`config.mk`:
```
export PLATFORM = sky130hd
export DESIGN_NAME = midi_voice_allocator_envelope
export DESIGN_NICKNAME = d
export VERILOG_FILES = /design/src/design/mvae_pkg.sv /design/src/design/mvae_ram.sv /design/src/design/mvae_front.sv /design/src/design/mvae_cmd_fifo.sv /design/src/design/mvae_back.sv /design/src/design/midi_voice_allocator_envelope.sv
export SDC_FILE = /design/constraint.sdc
export NUM_CORES = 1
export LEC_CHECK = 0
export BUFFER_PORTS_ARGS = -buffer_cell sky130_fd_sc_hd__buf_2
export CAP_MARGIN = 20
export CORE_ASPECT_RATIO = 1.25
export CORE_MARGIN = 1
export CORE_UTILIZATION = 40
export CTS_CLUSTER_DIAMETER = 120
export DETAILED_ROUTE_END_ITERATION = 6
export PLACE_DENSITY = 0.53
export SYNTH_ARGS = -nofsm -noshare
export SYNTH_HDL_FRONTEND = slang
export SYNTH_SLANG_ARGS = --single-unit
```
`constraint.sdc`:
```
create_clock -name clk -period 11.35 [get_ports clk]
set_input_delay 2.27 -clock clk [delete_from_list [all_inputs] [get_ports clk]]
set_output_delay 2.27 -clock clk [all_outputs]
set_load 0.1 [all_outputs]
```
`src/design/mvae_pkg.sv`:
```
// ----------------------------------------------------------------------------
// mvae_pkg
// Types and constants of the MIDI voice allocator with ADSR envelopes.
// ----------------------------------------------------------------------------
package mvae_pkg;

  // Voice count and derived widths
  localparam int VOICES = 2;
  localparam int VIDX_W = (VOICES > 1) ? $clog2(VOICES) : 1;

  // Field widths
  localparam int NOTE_W   = 7;
  localparam int VEL_W    = 7;
  localparam int LEVEL_W  = 16;
  localparam int STAGE_W  = 3;
  localparam int BEND_W   = 14;
  localparam int IDX_W    = 4;
  localparam int STATUS_W = 8;

  // Stream payload widths
  localparam int IN_FIELDS_W  = STATUS_W + NOTE_W + VEL_W;
  localparam int IN_TDATA_W   = ((IN_FIELDS_W + 7) / 8) * 8;
  localparam int OUT_FIELDS_W = IDX_W + NOTE_W + VEL_W + LEVEL_W + STAGE_W + BEND_W;
  localparam int OUT_TDATA_W  = ((OUT_FIELDS_W + 7) / 8) * 8;

  // Key map
  localparam int KEYS = 128;

  // Command queue
  localparam int QDEPTH = 2;
  localparam int QPTR_W = (QDEPTH > 1) ? $clog2(QDEPTH) : 1;
  localparam int QCNT_W = $clog2(QDEPTH + 1);

  // MIDI message kinds (upper nibble of the status byte)
  localparam logic [3:0] MSG_NOTE_OFF = 4'h8;
  localparam logic [3:0] MSG_NOTE_ON  = 4'h9;
  localparam logic [3:0] MSG_BEND     = 4'hE;
  localparam logic [3:0] MSG_SYSTEM   = 4'hF;

  localparam logic [BEND_W-1:0] BEND_CENTER = BEND_W'(8192);

  // Configuration register indexes
  localparam int CFG_IDX_W = 2;
  localparam logic [CFG_IDX_W-1:0] CFG_ATTACK  = 2'd0;
  localparam logic [CFG_IDX_W-1:0] CFG_DECAY   = 2'd1;
  localparam logic [CFG_IDX_W-1:0] CFG_SUSTAIN = 2'd2;
  localparam logic [CFG_IDX_W-1:0] CFG_RELEASE = 2'd3;

  // Configuration reset values
  localparam logic [LEVEL_W-1:0] ATTACK_RST  = 16'd328;
  localparam logic [LEVEL_W-1:0] DECAY_RST   = 16'd3277;
  localparam logic [LEVEL_W-1:0] SUSTAIN_RST = 16'd26214;
  localparam logic [LEVEL_W-1:0] RELEASE_RST = 16'd164;

  // Envelope stage codes
  typedef enum logic [STAGE_W-1:0] {
    ST_IDLE    = 3'd0,
    ST_ATTACK  = 3'd1,
    ST_DECAY   = 3'd2,
    ST_SUSTAIN = 3'd3,
    ST_RELEASE = 3'd4
  } stage_t;

  // Command codes passed from front to back
  typedef enum logic [1:0] {
    OP_TICK     = 2'd0,
    OP_NOTE_ON  = 2'd1,
    OP_NOTE_OFF = 2'd2,
    OP_BEND     = 2'd3
  } op_t;

  // Classified command; a bend carries its low bits in note, high in vel
  typedef struct packed {
    op_t               op;
    logic [NOTE_W-1:0] note;
    logic [VEL_W-1:0]  vel;
  } cmd_t;

  // Back end sequencer states
  typedef enum logic [1:0] {
    BK_IDLE  = 2'd0,
    BK_EVENT = 2'd1,
    BK_TICK  = 2'd2
  } bk_state_t;

endpackage

```
`src/design/mvae_ram.sv`:
```
// ----------------------------------------------------------------------------
// mvae_ram
// Generic single write port RAM with a registered read port.
// ----------------------------------------------------------------------------
module mvae_ram #(
  parameter int WIDTH = 8,
  parameter int DEPTH = 16
) (
  input  logic                     clk,
  input  logic                     we,
  input  logic [$clog2(DEPTH)-1:0] waddr,
  input  logic [WIDTH-1:0]         wdata,
  input  logic [$clog2(DEPTH)-1:0] raddr,
  output logic [WIDTH-1:0]         rdata
);

  logic [WIDTH-1:0] mem_r [DEPTH];
  logic [WIDTH-1:0] rdata_r;

  // Write and registered read
  always_ff @(posedge clk) begin
    if (we) begin
      mem_r[waddr] <= wdata;
    end
    rdata_r <= mem_r[raddr];
  end

  assign rdata = rdata_r;

endmodule

```
`src/design/mvae_front.sv`:
```
// ----------------------------------------------------------------------------
// mvae_front
// Input stage: takes stream transactions and turns them into commands.
// ----------------------------------------------------------------------------
module mvae_front import mvae_pkg::*; (
  input  logic                  in_tvalid,
  output logic                  in_tready,
  input  logic [IN_TDATA_W-1:0] in_tdata,  // status_byte, data_one, data_two
  input  logic                  in_tuser,  // req_type
  input  logic                  q_ready,
  output logic                  q_push,
  output cmd_t                  q_data
);

  logic [3:0]        kind;
  logic [NOTE_W-1:0] data_one;
  logic [VEL_W-1:0]  data_two;
  logic              keep;
  op_t               op;

  assign kind     = in_tdata[STATUS_W-1:STATUS_W-4];
  assign data_one = in_tdata[STATUS_W +: NOTE_W];
  assign data_two = in_tdata[STATUS_W+NOTE_W +: VEL_W];

  // Classify: ticks always pass, only note and bend messages survive
  always_comb begin
    keep = 1'b1;
    op   = OP_TICK;
    if (!in_tuser) begin
      unique case (kind)
        MSG_NOTE_OFF: op = OP_NOTE_OFF;
        MSG_NOTE_ON:  op = (data_two == '0) ? OP_NOTE_OFF : OP_NOTE_ON;
        MSG_BEND:     op = OP_BEND;
        MSG_SYSTEM:   keep = 1'b0;
        default:      keep = 1'b0;
      endcase
    end
  end

  // Accept whenever the queue has room; drop ignored messages here
  assign in_tready   = q_ready;
  assign q_push      = in_tvalid & q_ready & keep;
  assign q_data.op   = op;
  assign q_data.note = data_one;
  assign q_data.vel  = data_two;

endmodule

```
`src/design/mvae_cmd_fifo.sv`:
```
// ----------------------------------------------------------------------------
// mvae_cmd_fifo
// Short command queue between the front and the back end.
// ----------------------------------------------------------------------------
module mvae_cmd_fifo import mvae_pkg::*; (
  input  logic clk,
  input  logic rst_n,
  input  logic push,
  input  cmd_t push_data,
  output logic ready,
  input  logic pop,
  output cmd_t head,
  output logic valid
);

  cmd_t              mem_r [QDEPTH];
  logic [QPTR_W-1:0] wr_ptr_r, wr_ptr_nxt;
  logic [QPTR_W-1:0] rd_ptr_r, rd_ptr_nxt;
  logic [QCNT_W-1:0] cnt_r, cnt_nxt;

  // Advance pointers and occupancy
  always_comb begin
    wr_ptr_nxt = wr_ptr_r;
    rd_ptr_nxt = rd_ptr_r;
    cnt_nxt    = cnt_r;
    if (push) begin
      wr_ptr_nxt = (wr_ptr_r == QPTR_W'(QDEPTH - 1)) ? '0 : wr_ptr_r + 1'b1;
    end
    if (pop) begin
      rd_ptr_nxt = (rd_ptr_r == QPTR_W'(QDEPTH - 1)) ? '0 : rd_ptr_r + 1'b1;
    end
    if (push && !pop) begin
      cnt_nxt = cnt_r + 1'b1;
    end else if (pop && !push) begin
      cnt_nxt = cnt_r - 1'b1;
    end
  end

  always_ff @(posedge clk) begin
    if (!rst_n) begin
      wr_ptr_r <= '0;
      rd_ptr_r <= '0;
      cnt_r    <= '0;
    end else begin
      wr_ptr_r <= wr_ptr_nxt;
      rd_ptr_r <= rd_ptr_nxt;
      cnt_r    <= cnt_nxt;
    end
  end

  // Store entries
  always_ff @(posedge clk) begin
    if (push) begin
      mem_r[wr_ptr_r] <= push_data;
    end
  end

  assign head  = mem_r[rd_ptr_r];
  assign valid = (cnt_r != '0);
  assign ready = (cnt_r != QCNT_W'(QDEPTH));

endmodule

```
`src/design/mvae_back.sv`:
```
// ----------------------------------------------------------------------------
// mvae_back
// Back end: voice allocation, key map, envelope stepping and result output.
// ----------------------------------------------------------------------------
module mvae_back import mvae_pkg::*; (
  input  logic                   clk,
  input  logic                   rst_n,
  input  logic                   cfg_we,
  input  logic [CFG_IDX_W-1:0]   cfg_index,
  input  logic [LEVEL_W-1:0]     cfg_wdata,
  input  logic                   q_valid,
  input  cmd_t                   q_head,
  output logic                   q_pop,
  output logic                   out_tvalid,
  input  logic                   out_tready,
  output logic [OUT_TDATA_W-1:0] out_tdata,
  output logic                   out_tlast
);

  // Configuration registers
  logic [LEVEL_W-1:0] attack_step_r, decay_step_r, sustain_level_r, release_step_r;

  // Voice state
  stage_t             stage_r [VOICES];
  stage_t             stage_nxt [VOICES];
  logic [NOTE_W-1:0]  note_r [VOICES];
  logic [NOTE_W-1:0]  note_nxt [VOICES];
  logic [VEL_W-1:0]   vel_r [VOICES];
  logic [VEL_W-1:0]   vel_nxt [VOICES];
  logic [LEVEL_W-1:0] level_r [VOICES];
  logic [LEVEL_W-1:0] level_nxt [VOICES];
  logic [BEND_W-1:0]  bend_r, bend_nxt;
  logic [KEYS-1:0]    key_vld_r, key_vld_nxt;

  // Sequencer
  bk_state_t          state_r, state_nxt;
  cmd_t               cmd_r, cmd_nxt;
  logic [VIDX_W-1:0]  cnt_r, cnt_nxt;

  // Output register
  logic                   out_valid_r, out_valid_nxt;
  logic [OUT_TDATA_W-1:0] out_data_r, out_data_nxt;
  logic                   out_last_r, out_last_nxt;
  logic                   out_free;

  // Key map RAM
  logic              ram_we;
  logic [VIDX_W-1:0] ram_wdata;
  logic [VIDX_W-1:0] ram_rdata;

  // Allocation scratch
  stage_t            stage_tmp [VOICES];
  logic              found;
  logic [VIDX_W-1:0] free_idx;
  logic              any_match;

  // Envelope step of the selected voice
  stage_t             cur_stage, step_stage;
  logic [LEVEL_W-1:0] cur_level, step_level, before_level;
  logic [LEVEL_W:0]   att_sum;
  logic               is_last;

  mvae_ram #(
    .WIDTH (VIDX_W),
    .DEPTH (KEYS)
  ) u_key_ram (
    .clk   (clk),
    .we    (ram_we),
    .waddr (cmd_r.note),
    .wdata (ram_wdata),
    .raddr (q_head.note),
    .rdata (ram_rdata)
  );

  assign out_free = !out_valid_r || out_tready;
  assign is_last  = (cnt_r == VIDX_W'(VOICES - 1));

  // Configuration writes
  always_ff @(posedge clk) begin
    if (!rst_n) begin
      attack_step_r   <= ATTACK_RST;
      decay_step_r    <= DECAY_RST;
      sustain_level_r <= SUSTAIN_RST;
      release_step_r  <= RELEASE_RST;
    end else if (cfg_we) begin
      case (cfg_index)
        CFG_ATTACK:  attack_step_r   <= cfg_wdata;
        CFG_DECAY:   decay_step_r    <= cfg_wdata;
        CFG_SUSTAIN: sustain_level_r <= cfg_wdata;
        CFG_RELEASE: release_step_r  <= cfg_wdata;
        default:     attack_step_r   <= attack_step_r;
      endcase
    end
  end

  // Envelope step for the voice under the tick counter
  assign cur_stage    = stage_r[cnt_r];
  assign cur_level    = level_r[cnt_r];
  assign att_sum      = {1'b0, cur_level} + {1'b0, attack_step_r};
  assign before_level = (cur_stage == ST_IDLE) ? '0 : cur_level;

  always_comb begin
    unique case (cur_stage)
      ST_ATTACK: begin
        step_level = att_sum[LEVEL_W] ? '1 : att_sum[LEVEL_W-1:0];
        step_stage = step_level[LEVEL_W-1] ? ST_DECAY : ST_ATTACK;
      end
      ST_DECAY: begin
        step_level = (cur_level > decay_step_r) ? cur_level - decay_step_r : '0;
        step_stage = (step_level <= sustain_level_r) ? ST_SUSTAIN : ST_DECAY;
      end
      ST_SUSTAIN: begin
        step_level = sustain_level_r;
        step_stage = ST_SUSTAIN;
      end
      ST_RELEASE: begin
        step_level = (cur_level > release_step_r) ? cur_level - release_step_r : '0;
        step_stage = (step_level == '0) ? ST_IDLE : ST_RELEASE;
      end
      default: begin
        step_level = '0;
        step_stage = ST_IDLE;
      end
    endcase
  end

  // Release the key's old voice, then find the lowest idle voice
  always_comb begin
    stage_tmp = stage_r;
    if (key_vld_r[cmd_r.note] && (int'(ram_rdata) < VOICES)) begin
      stage_tmp[ram_rdata] = ST_RELEASE;
    end
    found    = 1'b0;
    free_idx = '0;
    for (int v = VOICES - 1; v >= 0; v--) begin
      if (stage_tmp[v] == ST_IDLE) begin
        found    = 1'b1;
        free_idx = VIDX_W'(v);
      end
    end
  end

  // Any active voice holding the note
  always_comb begin
    any_match = 1'b0;
    for (int v = 0; v < VOICES; v++) begin
      if (note_r[v] == cmd_r.note && stage_r[v] != ST_IDLE) begin
        any_match = 1'b1;
      end
    end
  end

  // Sequencer next state
  always_comb begin
    state_nxt = state_r;
    unique case (state_r)
      BK_IDLE: begin
        if (q_valid) begin
          state_nxt = (q_head.op == OP_TICK) ? BK_TICK : BK_EVENT;
        end
      end
      BK_EVENT: state_nxt = BK_IDLE;
      BK_TICK: begin
        if (out_free && is_last) begin
          state_nxt = BK_IDLE;
        end
      end
      default: state_nxt = BK_IDLE;
    endcase
  end

  // Sequencer outputs and datapath updates
  always_comb begin
    stage_nxt     = stage_r;
    note_nxt      = note_r;
    vel_nxt       = vel_r;
    level_nxt     = level_r;
    bend_nxt      = bend_r;
    key_vld_nxt   = key_vld_r;
    cmd_nxt       = cmd_r;
    cnt_nxt       = cnt_r;
    q_pop         = 1'b0;
    ram_we        = 1'b0;
    ram_wdata     = free_idx;
    out_valid_nxt = out_valid_r && !out_tready;
    out_data_nxt  = out_data_r;
    out_last_nxt  = out_last_r;
    unique case (state_r)
      BK_IDLE: begin
        // Take the next command; the key map read is issued alongside
        if (q_valid) begin
          q_pop   = 1'b1;
          cmd_nxt = q_head;
          cnt_nxt = '0;
        end
      end
      BK_EVENT: begin
        case (cmd_r.op)
          OP_NOTE_ON: begin
            stage_nxt                = stage_tmp;
            key_vld_nxt[cmd_r.note]  = found;
            if (found) begin
              stage_nxt[free_idx] = ST_ATTACK;
              note_nxt[free_idx]  = cmd_r.note;
              vel_nxt[free_idx]   = cmd_r.vel;
              level_nxt[free_idx] = '0;
              ram_we              = 1'b1;
            end
          end
          OP_NOTE_OFF: begin
            for (int v = 0; v < VOICES; v++) begin
              if (note_r[v] == cmd_r.note && stage_r[v] != ST_IDLE) begin
                stage_nxt[v] = ST_RELEASE;
              end
            end
            if (any_match) begin
              key_vld_nxt[cmd_r.note] = 1'b0;
            end
          end
          OP_BEND: bend_nxt = {cmd_r.vel, cmd_r.note};
          default: bend_nxt = bend_r;
        endcase
      end
      BK_TICK: begin
        // Emit one voice per cycle while the output is free, and step its envelope
        if (out_free) begin
          out_valid_nxt    = 1'b1;
          out_last_nxt     = is_last;
          out_data_nxt     = OUT_TDATA_W'({bend_r, STAGE_W'(step_stage), before_level,
                                           vel_r[cnt_r], note_r[cnt_r], IDX_W'(cnt_r)});
          stage_nxt[cnt_r] = step_stage;
          level_nxt[cnt_r] = step_level;
          cnt_nxt          = cnt_r + 1'b1;
        end
      end
      default: cnt_nxt = '0;
    endcase
  end

  // Control and voice state registers
  always_ff @(posedge clk) begin
    if (!rst_n) begin
      state_r     <= BK_IDLE;
      cnt_r       <= '0;
      out_valid_r <= 1'b0;
      bend_r      <= BEND_CENTER;
      key_vld_r   <= '0;
      for (int v = 0; v < VOICES; v++) begin
        stage_r[v] <= ST_IDLE;
        note_r[v]  <= '0;
        vel_r[v]   <= '0;
        level_r[v] <= '0;
      end
    end else begin
      state_r     <= state_nxt;
      cnt_r       <= cnt_nxt;
      out_valid_r <= out_valid_nxt;
      bend_r      <= bend_nxt;
      key_vld_r   <= key_vld_nxt;
      stage_r     <= stage_nxt;
      note_r      <= note_nxt;
      vel_r       <= vel_nxt;
      level_r     <= level_nxt;
    end
  end

  // Payload registers
  always_ff @(posedge clk) begin
    cmd_r      <= cmd_nxt;
    out_data_r <= out_data_nxt;
    out_last_r <= out_last_nxt;
  end

  assign out_tvalid = out_valid_r;
  assign out_tdata  = out_data_r;
  assign out_tlast  = out_last_r;

endmodule

```
`src/design/midi_voice_allocator_envelope.sv`:
```
// ----------------------------------------------------------------------------
// midi_voice_allocator_envelope
// Polyphonic MIDI voice allocator with a linear ADSR envelope per voice.
// ----------------------------------------------------------------------------
// The input accepts one transaction per cycle while the two-entry command
// queue has room; unsupported MIDI messages are dropped on entry. The back
// end handles one command at a time: a note or bend event is a queue pop
// with the key map RAM read, then the update; a sample tick walks the
// voices, one per cycle while the output is free, through the single
// envelope step unit, which emits each result into the output register.
// A stalled result output holds the back end; the queue keeps taking input
// until it fills. Levels are unsigned Q1.15, full scale 32768.
module midi_voice_allocator_envelope import mvae_pkg::*; (
  input  logic                   clk,
  input  logic                   rst_n,
  input  logic                   cfg_we,
  input  logic [CFG_IDX_W-1:0]   cfg_index,
  input  logic [LEVEL_W-1:0]     cfg_wdata,
  input  logic                   in_tvalid,
  output logic                   in_tready,
  input  logic [IN_TDATA_W-1:0]  in_tdata,   // status_byte, data_one, data_two
  input  logic                   in_tuser,   // req_type
  output logic                   out_tvalid,
  input  logic                   out_tready,
  // voice_index, voice_note, voice_velocity, voice_level, voice_stage, bend_value
  output logic [OUT_TDATA_W-1:0] out_tdata,
  output logic                   out_tlast   // last_voice
);

  logic q_ready, q_push, q_pop, q_valid;
  cmd_t q_data, q_head;

  mvae_front u_front (
    .in_tvalid (in_tvalid),
    .in_tready (in_tready),
    .in_tdata  (in_tdata),
    .in_tuser  (in_tuser),
    .q_ready   (q_ready),
    .q_push    (q_push),
    .q_data    (q_data)
  );

  mvae_cmd_fifo u_fifo (
    .clk       (clk),
    .rst_n     (rst_n),
    .push      (q_push),
    .push_data (q_data),
    .ready     (q_ready),
    .pop       (q_pop),
    .head      (q_head),
    .valid     (q_valid)
  );

  mvae_back u_back (
    .clk        (clk),
    .rst_n      (rst_n),
    .cfg_we     (cfg_we),
    .cfg_index  (cfg_index),
    .cfg_wdata  (cfg_wdata),
    .q_valid    (q_valid),
    .q_head     (q_head),
    .q_pop      (q_pop),
    .out_tvalid (out_tvalid),
    .out_tready (out_tready),
    .out_tdata  (out_tdata),
    .out_tlast  (out_tlast)
  );

endmodule

```
=== Word-level counts from Yosys, hierarchy flattened ===
Memories as Yosys holds them, arrays and structs flattened. A register that Yosys moved wholly into a read port is not among the register bits.
Index checks and enable logic that the tools add are counted.

* Flip-flop bits (word level): 345
* Latch bits: 0
* RAM bits: 160
* ROM bits: 0
* Output and inout port bits: 59
* Word-level logic and storage cells: 222
* Memories kept: 2

* $add $sub $neg: 8
* Multipliers: 0
* Divide/modulo/power cells: 0
* Magnitude comparators: 11
* Eq/ne operators: 27
* Shift-type cells: 0
* Mux-type cells: 88
* Bitwise operators: 16
* Reductions and logical operators: 44

{| class="wikitable"
|+ Memories
! memory !! depth !! width !! read ports !! clocked after Yosys merged registers in !! wr ports !! RTL line !! RTL
|-
| u_back.u_key_ram.mem_r || 128 || 1 || 1 || 1 || 1 || mvae_ram.sv:17 || <nowiki>logic [WIDTH-1:0] mem_r [DEPTH];</nowiki>
|-
| u_fifo.mem_r || 2 || 16 || 1 || 1 || 1 || mvae_cmd_fifo.sv:16 || <nowiki>cmd_t mem_r [QDEPTH];</nowiki>
|}

{| class="wikitable"
|+ Operators by type and width
! kind !! number
|-
| $pmux 128 s2 || 1
|-
| $and 128x128->128 || 1
|-
| $bwmux 128 || 1
|-
| $mux 128 || 1
|-
| $mux 16 || 8
|-
| $not 128->128 || 1
|-
| $mux 32 || 3
|-
| $pmux 16 s4 || 1
|-
| $pmux 32 s2 || 1
|-
| $mux 7 || 7
|-
| $and 32x32->32 || 1
|-
| $bwmux 32 || 1
|-
| $demux 16 s1 || 2
|-
| $gt 16x16->1 || 2
|-
| $not 32->32 || 1
|-
| $sub 16x16->16 || 2
|-
| $bwmux 14 || 2
|-
| $mux 1 || 27
|-
| $mux 3 || 9
|-
| $pmux 6 s2 || 2
|-
| $mux 6 || 3
|-
| $add 16x16->17 || 1
|-
| $le 16x16->1 || 1
|-
| $logic_not 16->1 || 1
|-
| 45 further kinds || 114
|}

=== Depth between registers and ports, before layout ===
* Depth in word-level cells: 21
* Gate-level depth with buffers: 24

=== Modules after synthesis ===
From an unflattened synthesis, not the netlist that was laid out.

* Cell total of the unflattened synthesis: 2572
* Area total of the unflattened synthesis: 25708.4 um^2

{| class="wikitable"
|+ By module, submodules not included
! module !! instances !! cells an instance !! area each (um^2) !! sequential area each (um^2)
|-
| mvae_back || 1 || 2077 || 18411.4 || 7447.1
|-
| mvae_ram || 1 || 395 || 5719.2 || 3863.7
|-
| mvae_cmd_fifo || 1 || 72 || 1372.6 || 1061.0
|-
| mvae_front || 1 || 28 || 205.2 || 0.0
|}

=== Least setup slack after synthesis ===
No wires, ideal clock.

* Path type: reg-to-reg
* Start point: reg u_back.cmd_r[9] in the netlist's numbering
* End point: mem u_back.u_key_ram.mem_r[0] in the netlist's numbering, data pin
* Library setup time: 1.153 ns
* Arrival time: 6.834 ns
* Required time: 10.197 ns
* Path slack: 3.364 ns
* Cell stages (with the launch flop): 11
* Buffers on the path: 3
* Period minus slack after synthesis: 7.986 ns
* Cells stage by stage: edfxtp_1 buf_2 buf_2 buf_2 mux4_2 a22oi_1 o22ai_1 a21oi_1 nand3_1 o21a_1 nor3_1

* Word-level cells in the longest chain between the ends: 6
* Elaborated cells between the ends (all ways): 7
* Classes of those cells: mux: 5; reduce/logical: 2

{| class="wikitable"
|+ RTL lines
! what !! RTL line !! RTL
|-
| from (decl) || mvae_back.sv:37 || <nowiki>cmd_t cmd_r, cmd_nxt;</nowiki>
|-
| from (signal assigned) || mvae_back.sv:269 || <nowiki>cmd_r <= cmd_nxt;</nowiki>
|-
| $bmux 1 s7 * || mvae_back.sv:130 || <nowiki>if (key_vld_r[cmd_r.note] && (int'(ram_rdata) < VOICES)) begin</nowiki>
|-
| $mux 1 (implied by the code) * || mvae_back.sv:130 ||
|-
| $mux 6 * || mvae_back.sv:130 ||
|-
| $logic_not 3->1 || mvae_back.sv:136 || <nowiki>if (stage_tmp[v] == ST_IDLE) begin</nowiki>
|-
| $mux 1 || mvae_back.sv:136 ||
|-
| $mux 1 * || mvae_back.sv:136 ||
|-
| via u_back.free_idx || mvae_back.sv:54 || <nowiki>logic [VIDX_W-1:0] free_idx;</nowiki>
|-
| to (decl) || mvae_ram.sv:17 ||
|}

Mark *: on every way through the listed nets, which the timed path passes. The rest lies on a longest branch. The select of a mux whose other input is x is not followed.

=== Worst setup path in the final report ===
* Start point: reg u_back.cnt_r
* End point: reg u_back.stage_r[3] in the netlist's numbering

* Word-level cells in the longest chain between the ends: 12
* Elaborated cells between the ends (all ways): 28
* Classes of those cells: add/sub: 2; order compare: 4; eq/ne: 4; mux: 16; bitwise: 1; reduce/logical: 1

{| class="wikitable"
|+ RTL lines
! what !! RTL line !! RTL
|-
| from (decl) || mvae_back.sv:38 || <nowiki>logic [VIDX_W-1:0] cnt_r, cnt_nxt;</nowiki>
|-
| from (signal assigned) || mvae_back.sv:256 || <nowiki>cnt_r <= cnt_nxt;</nowiki>
|-
| $not 1->2 (implied by the code) * || mvae_back.sv:98 || <nowiki>assign cur_level = level_r[cnt_r];</nowiki>
|-
| $mux 16 (implied by the code) * (3 in a row) || mvae_back.sv:98 ||
|-
| via u_back.cur_level[1] || mvae_back.sv:59 || <nowiki>logic [LEVEL_W-1:0] cur_level, step_level, before_level;</nowiki>
|-
| $sub 16x16->16 or $gt 16x16->1 (tied branches) || mvae_back.sv:109 || <nowiki>step_level = (cur_level > decay_step_r) ? cur_level - decay_step_r : '0;</nowiki>
|-
| $mux 16 || mvae_back.sv:109 ||
|-
| $le 16x16->1 || mvae_back.sv:110 || <nowiki>step_stage = (step_level <= sustain_level_r) ? ST_SUSTAIN : ST_DECAY;</nowiki>
|-
| $mux 1 || mvae_back.sv:110 ||
|-
| $pmux 3 s4 * || mvae_back.sv:103 || <nowiki>unique case (cur_stage)</nowiki>
|-
| $bwmux 6 * || mvae_back.sv:231 || <nowiki>stage_nxt[cnt_r] = step_stage;</nowiki>
|-
| $mux 6 * || mvae_back.sv:226 || <nowiki>if (out_free) begin</nowiki>
|-
| $pmux 6 s2 * || mvae_back.sv:188 || <nowiki>unique case (state_r)</nowiki>
|-
| to (signal assigned) || mvae_back.sv:260 || <nowiki>stage_r <= stage_nxt;</nowiki>
|-
| to (decl) || mvae_back.sv:24 || <nowiki>stage_t stage_r [VOICES];</nowiki>
|}

Marks and branches as above.
A chain may end at the register's enable or synchronous reset.

==> impl_results.md <==
- Status: finished, final reports clean
- Worst setup path startpoint: u_back.cnt_r$_SDFFE_PN0P_
- Gr usage total: 0.232
- Worst setup SP type: flop
- Crit path time final: 6.30 ns
- Sink Count: 506
- Post-Syn Instances: 2644
- CP Capture Point: u_back.stage_r[3]$_SDFFE_PN0P_
- PortBufs: 92
- CTS Hold Buffers Added: 0
- Cell variety after synth: 87
- Mapped Area: 24700 um2
- Fin crit share: 0.555
- Initial DRT Pass Iterations: 7
- Max-slew headroom: 0.250
- Worst R2R Path Depth: 20
- Routability cong.: 0.917
- Clk buf depth: 3
- VDD IR max: 0.000128 V
- Worst reg2reg path startpoint: u_back.cnt_r$_SDFFE_PN0P_
- Arrival @ worst endpoint: 6.82 ns
- Largest net degree at the start of global routing: 129
- Hold Crit Class: reg -> reg
- Commonest non-fill, non-tap cell in the layout: nor2_1
- Row cnt: 101
- DRC viols: 0
- Drt total wl: 73.5 mm
- Share of cells above drive strength 1: 0.114
- Top_reg_cell synth: dfxtp_1
- Top cells by area, synth: edfxtp_1, dfxtp_1, nor2_1
- Worst skew pair latency: 0.63 ns
- Setup bufs post-CTS: 0
- Final Power: 5450 uW
- Overflow after GRT: 0
- Critical path type: reg -> reg
- Max_cap viols: 0
- Area leader, netlist: edfxtp_1
- ANT nets after route: 0
- Clock Pin Slew Worst Setup and Hold Paths: 0.06 ns
- WL per Instance: 20.9 um
- Initial Util: 0.406
- R2R Path End: u_back.stage_r[3]$_SDFFE_PN0P_
- Worst Tran Pin Value: 1.12 ns
- Commonest non-fill, non-tap cells in the layout: nor2_1, nand2_1, dfxtp_1
- Core ar.: 60800 um2
- DP Wirelength: 48.1 mm
- First-pass GRT wire length: 112 mm
- CTS tree: done
- Worst Setup End Kind: flop
- Routed via count: 19800
- Final Skew: 0.0312 ns
- Syn-to-layout area delta: 11.8%
- Setup violators final: 0
- Cts repair resizes: 0
- CTS H-Tree Depth: 2
- Setup TNS: 0 ns
- Peak Freq: 159 MHz
- Power per cell area: 198 nW/um2
- DR vias/cell: 5.61
- Fin nets: 2775
- Reg2reg setup slack: 5.05 ns
- Die Span Y: 280 um
- Final Max Tran Viols: 0
- Vias in the first global route: 19000
- Root buf cell: clkbuf_16
- Crit-path max FO: 25
- Area share of the leading cell type in the synthesized netlist: 0.273
- Initial DRC count: 1541
- CP required: 11.87 ns
- Pleak: 0.0103 uW
- EDFF count, synth: 224
- Post-synthesis register bit count: 506
- Ant diodes: 0
- Worst Slack Setup Final: 5.05 ns
- RSZ-0062 raised after global routing: no
- Register area share after synthesis: 0.502
- Ys Warns: 0
- Cts bufs inserted: 53
- Initial antenna violation count: 0
- Io pins: 107
- Pre-CTS setup slack: 5.08 ns
- Die ar.: 62600 um2
- Final-report hold violation count: 0
- Die width: 224 um
- Syn_area_per_cell: 9.33 um2
- Async S/R FF share, synth: 0
-- how the worst min path moves through the flow --
stage,startpoint,end,slack (ns),depth (start not counted)
after global routing,u_back.bend_r[3]$_SDFFE_PN0P_,u_back.out_tdata[40]$_DFFE_PP_,0.44,0
after CTS,u_back.bend_r[2]$_SDFFE_PN0P_,u_back.out_tdata[39]$_DFFE_PP_,0.43,0
after detailed placement,u_back.bend_r[2]$_SDFFE_PN0P_,u_back.out_tdata[39]$_DFFE_PP_,0.42,0
after floorplan,u_back.cnt_r$_SDFFE_PN0P_,u_back.out_tdata[0]$_DFFE_PP_,0.41,0
final,u_back.bend_r[3]$_SDFFE_PN0P_,u_back.out_tdata[40]$_DFFE_PP_,0.43,0
after global placement,u_back.bend_r[3]$_SDFFE_PN0P_,u_back.out_tdata[40]$_DFFE_PP_,0.42,0
-- area by class of cell --
cell class	count	area, um2
multi-input cells	1873	11200
flip-flops and latches	506	12400
inverters	93	350
clock inverters	22	260
clock buffers	73	1500
repair buffers	132	823
well taps	824	1030
fillers	5881	33200
-- per-layer routing --
layer / vias to the layer above / routed length, um / GRT usage
li1: 9387 / - / -
met1: 9621 / 29900 / 0.280
met2: 600 / 37200 / 0.415
met3: 143 / 3570 / 0.0303
met4: 0 / 2790 / 0.0929
met5: - / 0 / 0
-- flip-flops by register name (all words and copies together), names as in the netlist, 14 cells and up, named ones only --
signal,count
u_back.sustain_level_r,16
u_back.attack_step_r,16
u_back.cmd_r,16
u_back.u_key_ram.mem_r,128
u_fifo.mem_r,32
u_back.vel_r,14
u_back.out_tdata,48
u_back.bend_r,14
u_back.release_step_r,16
u_back.note_r,14
u_back.decay_step_r,16
u_back.key_vld_r,128
u_back.level_r,32
-- synthesized netlist by cell type (7+ instances only) --
| library cell | instances |
|---|---|
| inv_1 | 90 |
| or2_2 | 9 |
| a22o_1 | 25 |
| dfxtp_1 | 282 |
| o21bai_1 | 8 |
| a311oi_1 | 20 |
| o2bb2ai_1 | 10 |
| or3_1 | 7 |
| nand2_1 | 343 |
| buf_2 | 32 |
| a21o_1 | 22 |
| o211ai_1 | 30 |
| a21oi_1 | 247 |
| edfxtp_1 | 224 |
| mux2i_1 | 65 |
| mux2_2 | 28 |
| nand4_1 | 14 |
| o21ai_0 | 169 |
| o221ai_1 | 7 |
| o21a_1 | 17 |
| xnor2_1 | 24 |
| buf_4 | 11 |
| xor2_1 | 24 |
| a31oi_1 | 22 |
| a211oi_1 | 10 |
| buf_1 | 15 |
| nor3_1 | 33 |
| and3_1 | 26 |
| nor2_1 | 387 |
| clkbuf_1 | 115 |
| ha_1 | 65 |
| nand3_1 | 71 |
| mux4_2 | 26 |
| nand2b_1 | 18 |
| nor2b_1 | 18 |
-- stage by stage --
step | cells | hold WS (ns) | utilization | cell area (um2)
after floorplan | 2651 | 0.406 | - | 24700
after global placement | 3422 | 0.417 | 0.423 | 25700
after detailed placement | 3426 | 0.418 | 0.424 | 25800
after CTS | 3521 | 0.433 | 0.453 | 27500
after global routing | 3523 | 0.440 | 0.454 | 27600
final | 3523 | 0.431 | 0.454 | 27600
-- cell families after synthesis --
| kind of cell | Yosys count | synth area share |
|---|---|---|
| buf+inv | 272 | 0.0465 |
| xor+xnor | 48 | 0.0171 |
| fa+ha+maj | 68 | 0.0354 |
| compound gates | 657 | 0.163 |
| simple gates | 970 | 0.172 |
| other cells | 1 | 0.000152 |
| mux | 122 | 0.0643 |
| flops | 506 | 0.502 |
-- worst max-delay path: stages, from the launching register on --
cell      delay [ns]
dfxtp_2         0.84
buf_4           0.42
mux2i_1         0.54
inv_1           0.32
ha_1            0.38
nor2b_1         0.14
o31a_1          0.27
o21ai_0         0.34
a211o_1         0.27
a21oi_1         0.11
o21a_1          0.18
nor3_1          0.34
ha_1            0.24
and4_1          0.20
nand3_1         0.10
inv_1           0.07
nand4_1         0.11
o211a_1         0.24
o31ai_1         0.51
a21boi_0        0.25
o221a_2         0.30
-- power by group --
part           switching (uW)  internal [uW]
combinational            1090            362
clock                     745           1020
sequential               77.4           2160
Power figures use the tool's default switching activity.
